===== config.mk =====
export PLATFORM = sky130hd
export DESIGN_NAME = ghash_table_multiplier
export DESIGN_NICKNAME = d
export VERILOG_FILES = /design/src/rtl/gtm_pkg.sv /design/src/rtl/gtm_front.sv /design/src/rtl/gtm_queue.sv /design/src/rtl/gtm_back.sv /design/src/rtl/ghash_table_multiplier.sv
export SDC_FILE = /design/constraint.sdc
export NUM_CORES = 2
export LEC_CHECK = 0
export ABC_CLOCK_PERIOD_IN_PS = 6100
export BUFFER_PORTS_ARGS = -buffer_cell sky130_fd_sc_hd__buf_2
export CORE_AREA = 4 4 442 444
export CTS_CLUSTER_SIZE = 10
export DETAILED_ROUTE_END_ITERATION = 10
export DIE_AREA = 0 0 446 448
export HOLD_SLACK_MARGIN = 0.15
export PLACE_DENSITY_LB_ADDON = 0.1
export REMOVE_ABC_BUFFERS = 1
export SETUP_SLACK_MARGIN = 0.1
export SLEW_MARGIN = 10
export SYNTH_ARGS = -nofsm -noshare
export SYNTH_HDL_FRONTEND = slang
export SYNTH_HIERARCHICAL = 1
export SYNTH_SLANG_ARGS = --single-unit
export TNS_END_PERCENT = 20

===== constraint.sdc =====
create_clock -name clk -period 6.1 [get_ports clk]
set_clock_uncertainty 0.15 [all_clocks]
set_input_delay 0.915 -clock clk [delete_from_list [all_inputs] [get_ports clk]]
set_output_delay 0.915 -clock clk [all_outputs]
set_load 0.005 [all_outputs]

===== src/rtl/gtm_pkg.sv =====
`timescale 1ns / 1ps
// ============================================================================
// gtm_pkg: shared types and constants of the GHASH table multiplier
// 128-bit field element type, the queued request, register indexes and the
// GF(2^128) multiply-by-x step in GCM reflected bit order.
// ============================================================================
package gtm_pkg;

    typedef logic [127:0] gtm_word_t;

    // One masked block on its way from the front end to the multiplier
    typedef struct packed {
        gtm_word_t data;
        logic      first;
    } gtm_req_t;

    localparam int CFG_INDEX_W = 2;
    localparam logic [CFG_INDEX_W-1:0] CFG_KEY_HIGH = 2'd0;
    localparam logic [CFG_INDEX_W-1:0] CFG_KEY_LOW  = 2'd1;

    localparam int QUEUE_DEPTH = 2;

    // x^128 + x^7 + x^2 + x + 1, reflected: folds into the top byte
    localparam gtm_word_t GTM_POLY = {8'he1, 120'd0};

    // Multiply by x: coefficients move toward bit 0, x^127 folds back
    function automatic gtm_word_t gtm_times_x(input gtm_word_t v);
        return (v >> 1) ^ (v[0] ? GTM_POLY : '0);
    endfunction

endpackage


===== src/rtl/gtm_front.sv =====
`timescale 1ns / 1ps
// ============================================================================
// gtm_front: request intake
// Zeroes the bytes past the valid count and holds the masked block in a
// register until the queue takes it.
// ============================================================================
module gtm_front
(
    input  logic              clk,
    input  logic              rst_n,
    input  logic              in_valid,
    output logic              in_ready,
    input  logic [63:0]       block_high,
    input  logic [63:0]       block_low,
    input  logic [4:0]        valid_bytes,
    input  logic              first_block,
    output logic              req_valid,
    input  logic              req_ready,
    output gtm_pkg::gtm_req_t req
);
    import gtm_pkg::*;

    logic      front_valid_reg;
    gtm_req_t  front_req_reg;
    gtm_word_t mask;
    gtm_word_t block;

    // byte 0 sits in the top bits; counts above sixteen keep every byte
    always_comb
    begin
        for (int i = 0; i < 16; i++)
        begin
            mask[127 - 8*i -: 8] = (5'(i) < valid_bytes) ? 8'hff : 8'h00;
        end
        block = {block_high, block_low} & mask;
    end

    assign in_ready  = !front_valid_reg || req_ready;
    assign req_valid = front_valid_reg;
    assign req       = front_req_reg;

    always_ff @(posedge clk or negedge rst_n)
    begin
        if (!rst_n)
        begin
            front_valid_reg <= 1'b0;
        end
        else if (in_ready)
        begin
            front_valid_reg <= in_valid;
        end
    end

    always_ff @(posedge clk)
    begin
        if (in_valid && in_ready)
        begin
            front_req_reg.data  <= block;
            front_req_reg.first <= first_block;
        end
    end

endmodule


===== src/rtl/gtm_queue.sv =====
`timescale 1ns / 1ps
// ============================================================================
// gtm_queue: request queue
// Short FIFO between the intake and the multiplier.
// ============================================================================
module gtm_queue
(
    input  logic              clk,
    input  logic              rst_n,
    input  logic              push_valid,
    output logic              push_ready,
    input  gtm_pkg::gtm_req_t push_req,
    output logic              pop_valid,
    input  logic              pop_ready,
    output gtm_pkg::gtm_req_t pop_req
);
    import gtm_pkg::*;

    localparam int PTR_W = (QUEUE_DEPTH > 1) ? $clog2(QUEUE_DEPTH) : 1;
    localparam int CNT_W = $clog2(QUEUE_DEPTH + 1);

    gtm_req_t         entry_reg [QUEUE_DEPTH];
    logic [PTR_W-1:0] wr_ptr_reg;
    logic [PTR_W-1:0] rd_ptr_reg;
    logic [CNT_W-1:0] count_reg;
    logic             push;
    logic             pop;

    assign push_ready = (count_reg != CNT_W'(QUEUE_DEPTH));
    assign pop_valid  = (count_reg != '0);
    assign pop_req    = entry_reg[rd_ptr_reg];
    assign push       = push_valid && push_ready;
    assign pop        = pop_valid && pop_ready;

    function automatic logic [PTR_W-1:0] bump(input logic [PTR_W-1:0] p);
        return (p == PTR_W'(QUEUE_DEPTH - 1)) ? '0 : p + 1'b1;
    endfunction

    always_ff @(posedge clk or negedge rst_n)
    begin
        if (!rst_n)
        begin
            wr_ptr_reg <= '0;
            rd_ptr_reg <= '0;
            count_reg  <= '0;
        end
        else
        begin
            if (push)
            begin
                wr_ptr_reg <= bump(wr_ptr_reg);
            end
            if (pop)
            begin
                rd_ptr_reg <= bump(rd_ptr_reg);
            end
            if (push && !pop)
            begin
                count_reg <= count_reg + 1'b1;
            end
            else if (pop && !push)
            begin
                count_reg <= count_reg - 1'b1;
            end
        end
    end

    always_ff @(posedge clk)
    begin
        if (push)
        begin
            entry_reg[wr_ptr_reg] <= push_req;
        end
    end

endmodule


===== src/rtl/gtm_back.sv =====
`timescale 1ns / 1ps
// ============================================================================
// gtm_back: digit-serial GF(2^128) multiplier
// Holds H and the accumulator; multiplies one digit per cycle, highest
// degree first, and registers the result for the output channel.
// ============================================================================
module gtm_back
#(
    parameter int DIGIT_BITS = 4
)
(
    input  logic                          clk,
    input  logic                          rst_n,
    input  logic                          cfg_valid,
    input  logic [gtm_pkg::CFG_INDEX_W-1:0] cfg_index,
    input  logic [63:0]                   cfg_data,
    input  logic                          req_valid,
    output logic                          req_ready,
    input  gtm_pkg::gtm_req_t             req,
    output logic                          out_valid,
    input  logic                          out_ready,
    output logic [63:0]                   hash_high,
    output logic [63:0]                   hash_low
);
    import gtm_pkg::*;

    localparam int NUM_DIGITS = (128 + DIGIT_BITS - 1) / DIGIT_BITS;
    localparam int PAD_W      = NUM_DIGITS * DIGIT_BITS;
    localparam int PAD        = PAD_W - 128;
    localparam int CNT_W      = $clog2(NUM_DIGITS);

    typedef enum logic [1:0] {S_IDLE, S_RUN, S_DONE} state_t;

    state_t            state_reg;
    logic [CNT_W-1:0]  cnt_reg;
    logic [63:0]       key_high_reg;
    logic [63:0]       key_low_reg;
    gtm_word_t         acc_reg;
    gtm_word_t         z_reg;
    logic [PAD_W-1:0]  opnd_reg;
    logic              out_valid_reg;
    logic [63:0]       hash_high_reg;
    logic [63:0]       hash_low_reg;

    gtm_word_t             base [DIGIT_BITS];
    gtm_word_t             entry;
    gtm_word_t             z_next;
    gtm_word_t             acc_op;
    logic [DIGIT_BITS-1:0] digit;
    logic                  out_load;

    // Table entry for a digit = XOR of H*x^j for its set bits; digit MSB
    // selects H itself
    always_comb
    begin
        base[0] = {key_high_reg, key_low_reg};
        for (int j = 1; j < DIGIT_BITS; j++)
        begin
            base[j] = gtm_times_x(base[j-1]);
        end
        digit = opnd_reg[DIGIT_BITS-1:0];
        entry = '0;
        for (int j = 0; j < DIGIT_BITS; j++)
        begin
            entry = entry ^ (digit[DIGIT_BITS-1-j] ? base[j] : '0);
        end
        z_next = z_reg;
        for (int s = 0; s < DIGIT_BITS; s++)
        begin
            z_next = gtm_times_x(z_next);
        end
        z_next = z_next ^ entry;
        acc_op = (req.first ? '0 : acc_reg) ^ req.data;
    end

    assign req_ready = (state_reg == S_IDLE);
    assign out_valid = out_valid_reg;
    assign hash_high = hash_high_reg;
    assign hash_low  = hash_low_reg;

    // result moves into the output register once that register is free
    assign out_load  = (state_reg == S_DONE) && (!out_valid_reg || out_ready);

    always_ff @(posedge clk or negedge rst_n)
    begin
        if (!rst_n)
        begin
            state_reg     <= S_IDLE;
            cnt_reg       <= '0;
            key_high_reg  <= '0;
            key_low_reg   <= '0;
            acc_reg       <= '0;
            z_reg         <= '0;
            opnd_reg      <= '0;
            out_valid_reg <= 1'b0;
            hash_high_reg <= '0;
            hash_low_reg  <= '0;
        end
        else
        begin
            if (cfg_valid)
            begin
                if (cfg_index == CFG_KEY_HIGH)
                begin
                    key_high_reg <= cfg_data;
                end
                else if (cfg_index == CFG_KEY_LOW)
                begin
                    key_low_reg <= cfg_data;
                end
            end
            if (out_load)
            begin
                out_valid_reg <= 1'b1;
            end
            else if (out_ready)
            begin
                out_valid_reg <= 1'b0;
            end
            unique case (state_reg)
                S_IDLE:
                begin
                    if (req_valid)
                    begin
                        // padding below x^127 stays zero in the low bits
                        opnd_reg  <= PAD_W'(acc_op) << PAD;
                        z_reg     <= '0;
                        cnt_reg   <= '0;
                        state_reg <= S_RUN;
                    end
                end
                S_RUN:
                begin
                    z_reg    <= z_next;
                    opnd_reg <= opnd_reg >> DIGIT_BITS;
                    cnt_reg  <= cnt_reg + 1'b1;
                    if (cnt_reg == CNT_W'(NUM_DIGITS - 1))
                    begin
                        acc_reg   <= z_next;
                        state_reg <= S_DONE;
                    end
                end
                S_DONE:
                begin
                    if (out_load)
                    begin
                        hash_high_reg <= acc_reg[127:64];
                        hash_low_reg  <= acc_reg[63:0];
                        state_reg     <= S_IDLE;
                    end
                end
                default:
                begin
                    state_reg <= S_IDLE;
                end
            endcase
        end
    end

endmodule


===== src/rtl/ghash_table_multiplier.sv =====
`timescale 1ns / 1ps
// ============================================================================
// ghash_table_multiplier: GCM GHASH engine
// Absorbs one 128-bit block per request into the running hash and
// multiplies it by the subkey H over GF(2^128), one digit per cycle.
// ============================================================================
//
//  channel | direction | handshake            | payload
//  --------+-----------+----------------------+------------------------------
//  in      | sink      | in_valid / in_ready  | block_high, block_low,
//          |           |                      | valid_bytes, first_block
//  out     | source    | out_valid / out_ready| hash_high, hash_low
//  cfg     | sink      | cfg_valid/cfg_ready  | cfg_index, cfg_data
//
// Each request passes through a load step, the multiplier loop over
// ceil(128/DIGIT_BITS) digits (32 at the default 4-bit digit) and a result
// step; the multiplier takes no new request until its result has moved on.
// Reset clears the hash key (so H = 0), the accumulator and all handshakes.
// The intake register and a two-entry queue let requests arrive while the
// multiplier is busy; a result waiting on out_ready stalls the loop and, in turn, the intake.
// Config writes are always taken; index 0 is the high key half, 1 the low,
// others are ignored.
//
module ghash_table_multiplier
#(
    parameter int DIGIT_BITS = 4
)
(
    input  logic                            clk,
    input  logic                            rst_n,
    input  logic                            in_valid,
    output logic                            in_ready,
    input  logic [63:0]                     block_high,
    input  logic [63:0]                     block_low,
    input  logic [4:0]                      valid_bytes,
    input  logic                            first_block,
    output logic                            out_valid,
    input  logic                            out_ready,
    output logic [63:0]                     hash_high,
    output logic [63:0]                     hash_low,
    input  logic                            cfg_valid,
    output logic                            cfg_ready,
    input  logic [gtm_pkg::CFG_INDEX_W-1:0] cfg_index,
    input  logic [63:0]                     cfg_data
);
    import gtm_pkg::*;

    // front -> queue
    logic     fq_valid;
    logic     fq_ready;
    gtm_req_t fq_req;

    // queue -> multiplier
    logic     qb_valid;
    logic     qb_ready;
    gtm_req_t qb_req;

    // key registers live in the multiplier, which never refuses a write
    assign cfg_ready = 1'b1;

    // mask the partial block and park it
    gtm_front u_front
    (
        .clk         (clk),
        .rst_n       (rst_n),
        .in_valid    (in_valid),
        .in_ready    (in_ready),
        .block_high  (block_high),
        .block_low   (block_low),
        .valid_bytes (valid_bytes),
        .first_block (first_block),
        .req_valid   (fq_valid),
        .req_ready   (fq_ready),
        .req         (fq_req)
    );

    // decouple intake from the multiply loop
    gtm_queue u_queue
    (
        .clk        (clk),
        .rst_n      (rst_n),
        .push_valid (fq_valid),
        .push_ready (fq_ready),
        .push_req   (fq_req),
        .pop_valid  (qb_valid),
        .pop_ready  (qb_ready),
        .pop_req    (qb_req)
    );

    // accumulate, multiply by H digit by digit, register the result
    gtm_back #(.DIGIT_BITS(DIGIT_BITS)) u_back
    (
        .clk       (clk),
        .rst_n     (rst_n),
        .cfg_valid (cfg_valid),
        .cfg_index (cfg_index),
        .cfg_data  (cfg_data),
        .req_valid (qb_valid),
        .req_ready (qb_ready),
        .req       (qb_req),
        .out_valid (out_valid),
        .out_ready (out_ready),
        .hash_high (hash_high),
        .hash_low  (hash_low)
    );

endmodule

==> results summary <==
Setup violations remaining at the end of the flow were counted as 0. The tool flagged a number of max-cap violations equal to 0. The number of cell rows came out at 161. The critical path data required time came out at 6590 ps. The clock tree buffer depth is 3. The number of clock buffers inserted by TritonCTS came out at 138. The routability-driven placement congestion ratio came out at 0.735. The share of total power dissipated in the clock network is 27.2%. The total chip power is 0.0294 W.

The post-cts gate resize count came out at 0. The Yosys warning count came out at 6. The length of the first detailed-routing pass in iterations is 5. The number of antenna violations at the first check in global routing came out at 51. The total core area came out at 192000 um^2. The wire length of the first global-routing pass is 229 mm. The relative max-transition margin is 25.6%. Yosys mapped the design onto 48 distinct sky130hd cell types. In this run the number of H-tree levels came out at 4. The total length of routed wires came out at 156 mm.

Of all cell types, the one taking the most synthesized area is sky130_fd_sc_hd__dfrtp_1. The beginning of the worst register-to-register path is u_back/state_reg[1]$_DFFE_PN0P_. The internal power consumption is 0.0186 W. For this run, the top clock speed supported by timing is 296 MHz. The worst register-to-register path has a setup slack of 2730 ps. The detail-routed via count per cell came out at 4.29. The starting density of the core came out at 24.9%. The routed wire length per instance came out at 22.3 um. The pin count of the biggest net entering global routing came out at 176. The power density over the cells came out at 521 nW/um^2. TritonCTS built the clock tree. The worst register-to-register path ends at u_back/hash_high[56]$_DFFE_PN0P_. From bottom edge to top edge, the die measures 448 um.

The net switching power is 0.0108 W. In the post-synthesis netlist, the biggest area contributors are sky130_fd_sc_hd__dfrtp_1 (34%), sky130_fd_sc_hd__edfxtp_1 (24%), sky130_fd_sc_hd__xnor2_1 (9.7%). The sequential group share of total power is 38.6%. The largest voltage drop on the vdd net came out at 0.256 mV.

Once detailed placement completed, the half-perimeter wirelength came to 104 mm. The TritonCTS sink count came out at 1040. The fraction of the mapped netlist area in compound gates is 6.86%. Setup repair after global routing left no endpoint under its margin.

The via count of the first global-routing pass was 31600. In the layout the commonest cells are sky130_fd_sc_hd__nand2_1 (898), sky130_fd_sc_hd__dfrtp_1 (646), sky130_fd_sc_hd__xnor2_1 (524), sky130_fd_sc_hd__edfxtp_1 (387), sky130_fd_sc_hd__mux2_2 (384). The insertion delay to the later sink of the worst-skew pair came out at 770 ps. The fraction of the mapped netlist area in simple logic gates came out at 10.4%. The flow ran to the end, and the final reports show no timing, DRC or antenna violations. For this run the aggregate overflow at the end of global routing stands at 0. The final worst hold slack came out at 238 ps.

For this run, design rule violations remaining after detail routing come to 0. The detailed router placed 29900 vias in this run. Subtracting the final worst setup slack from the clock period gives 3370 ps. The total number of nets in the final design is 4535. The area fraction of the dominant cell type after synthesis came out at 34.3%. The synthesized netlist devotes 12.3% of its cell area to XOR and XNOR gates. The number of flip-flops under the largest register name is 258. The synthesized netlist devotes 0.0788% of its cell area to adder and majority cells. The startpoint type of the worst setup path is a flip-flop. The full die area is 200000 um^2.

Net switching is 36.7% of the power. Per report_power, the combinational group accounts for 34.2% of the total. The die width came out at 446 um.

The sequential cell area fraction in the yosys report came out at 58.7%. For hold timing, the worst endpoint is u_back/key_low_reg[59]$_DFFE_PN0P_. The fraction of final layout cells sized beyond drive strength 1 came out at 22.3%. STA classifies the critical path endpoint as a flip-flop. The count of antenna-violating nets left after detailed routing came out at 0. Clock-pin slew was measured on the worst setup and hold paths at 60 ps. After synthesis, the largest family of logic cells by area is XOR/XNOR gates. The worst path uses 55.3% of the clock period.

The portion of synthesized area spent on multiplexers is 9.14%. The number of cells traversed by the worst hold path is 2. A synthesized cell averages 11.8 um^2. For this run, the total global-route usage over all layers was measured as 15.6%.

The path category of the worst min-delay check is in -> reg. The synthesized instance count came out at 4045. The signed area change from the synthesized netlist to the final layout is 18.5%. The number of buffers added on ports came out at 334.

Leaving out fill and tap cells, the most frequent cell in the layout is sky130_fd_sc_hd__nand2_1. The final hold violation count is 0. The number of fillers in the final layout came out at 19900.

The count of pins over their slew limit is 0. Pin placement for this block handled 336 I/O pins. The worst setup path is of the reg -> reg kind. The synthesized area is 47600 um^2.

Data on the critical path arrives at its endpoint at 3860 ps. The pin slew with the least headroom to its limit is 1120 ps. The leakage component of the power came out at 22.2 nW. In this run, synthesis produced a sequential element count of 1040. The initial detailed-routing violation count is 1775. The startpoint identified for the worst hold timing path is cfg_data[59]. The clock root buffer is sky130_fd_sc_hd__clkbuf_16. The worst reg-to-reg path cell count is 4. In this run the worst path has a maximum fanout of 82.
-- worst max-delay path by stage --
stage                                          startpoint                          endpoint  slack (ps)  cells past startpoint
after CTS                 u_back/state_reg[1]$_DFFE_PN0P_  u_back/hash_high[50]$_DFFE_PN0P_        2580                      4
after global routing      u_back/state_reg[1]$_DFFE_PN0P_  u_back/hash_high[50]$_DFFE_PN0P_        2550                      4
after floorplan           u_back/state_reg[0]$_DFFE_PN0P_     u_back/cnt_reg[2]$_DFFE_PN0P_       -5610                      3
after global placement    u_back/state_reg[1]$_DFFE_PN0P_  u_back/hash_high[53]$_DFFE_PN0P_        2590                      4
after detailed placement  u_back/state_reg[1]$_DFFE_PN0P_  u_back/hash_high[53]$_DFFE_PN0P_        2590                      4
final                     u_back/state_reg[1]$_DFFE_PN0P_  u_back/hash_high[56]$_DFFE_PN0P_        2730                      4
-- critical path: stages (launching register included) --
cell and delay, ps:
sky130_fd_sc_hd__dfrtp_4 650, sky130_fd_sc_hd__nand2b_1 490, sky130_fd_sc_hd__nand2b_4 710, sky130_fd_sc_hd__buf_12 400
sky130_fd_sc_hd__mux2_2 420
-- repair_timing --
action	4_1_cts	5_1_grt
endpoints found under the hold margin	55	0
buffers inserted	0	0
hold buffers	2	0
-- Yosys cell counts (all sizes together) --
cell,instances
nand4,1
a31oi,1
inv,3
nor3,1
nor2,5
o21ai,392
a21boi,32
mux2i,2
a211oi,1
a311oi,1
nand2,899
nand3b,1
a211o,1
a22o,2
nand3,1
nor2b,64
a22oi,126
a41oi,1
xor2,132
o211ai,1
o21bai,1
nor3b,1
xnor3,3
ha,3
nor4,1
and3,18
buf,140
and2b,7
clkbuf,99
or2,2
mux2,385
xnor2,526
or4,1
a21oi,1
dfrtp,653
and2,17
edfxtp,387
conb,1
a2111oi,1
nand2b,131
-- routing by layer --
| metal | up-vias | GRT usage (%) | wire [um] |
|---|---|---|---|
| met5 | - | 0 | 169 |
| met4 | 24 | 4.11 | 3670 |
| met3 | 224 | 3.19 | 6620 |
| met2 | 505 | 26.6 | 76300 |
| met1 | 14900 | 20.1 | 69000 |
| li1 | 14200 | - | - |
-- logic make-up (layout without fill, tap and decap cells) --
logic type,after synthesis,in the layout
mux,387,387
compound gates,561,561
xor+xnor,661,661
simple gates,1150,1150
flops,1040,1040
buf+inv,242,637
fa+ha+maj,3,3
other cells,1,10
-- metrics by stage --
stage          TNS [ps]  instances  utilization, %  setup WS (ps)  area (um^2)
6_report              0       6975            29.5           2730        56400
4_1_cts               0       6966            29.5           2580        56400
5_1_grt               0       6969            29.5           2550        56400
3_5_place_dp          0       6711            27.1           2590        51900
2_1_floorplan  -1492630       3806               -          -5610        46500
3_3_place_gp          0       6711            27.1           2590        51900
-- layout make-up --
class	count	area (um^2)	share of cell area, %
diodes	9	22.5	0.0399
clock buffers	220	4200	7.44
well taps	2526	3160	5.60
multi-input cells	2763	18600	32.9
inverters	3	11.3	0.0200
flip-flops and latches	1040	28000	49.6
clock inverters	33	280	0.497
repair buffers	381	2210	3.92
-- power groups by stage --
stage,combinational [W],sequential (W),clock (W)
floorplan,0.00709,0.0111,0
global placement,0.0103,0.0115,0
detailed placement,0.0104,0.0116,0
CTS,0.0105,0.0114,0.00836
global route,0.0113,0.0116,0.00862
finish,0.0101,0.0113,0.00800
Power figures use the tool's default switching activity.
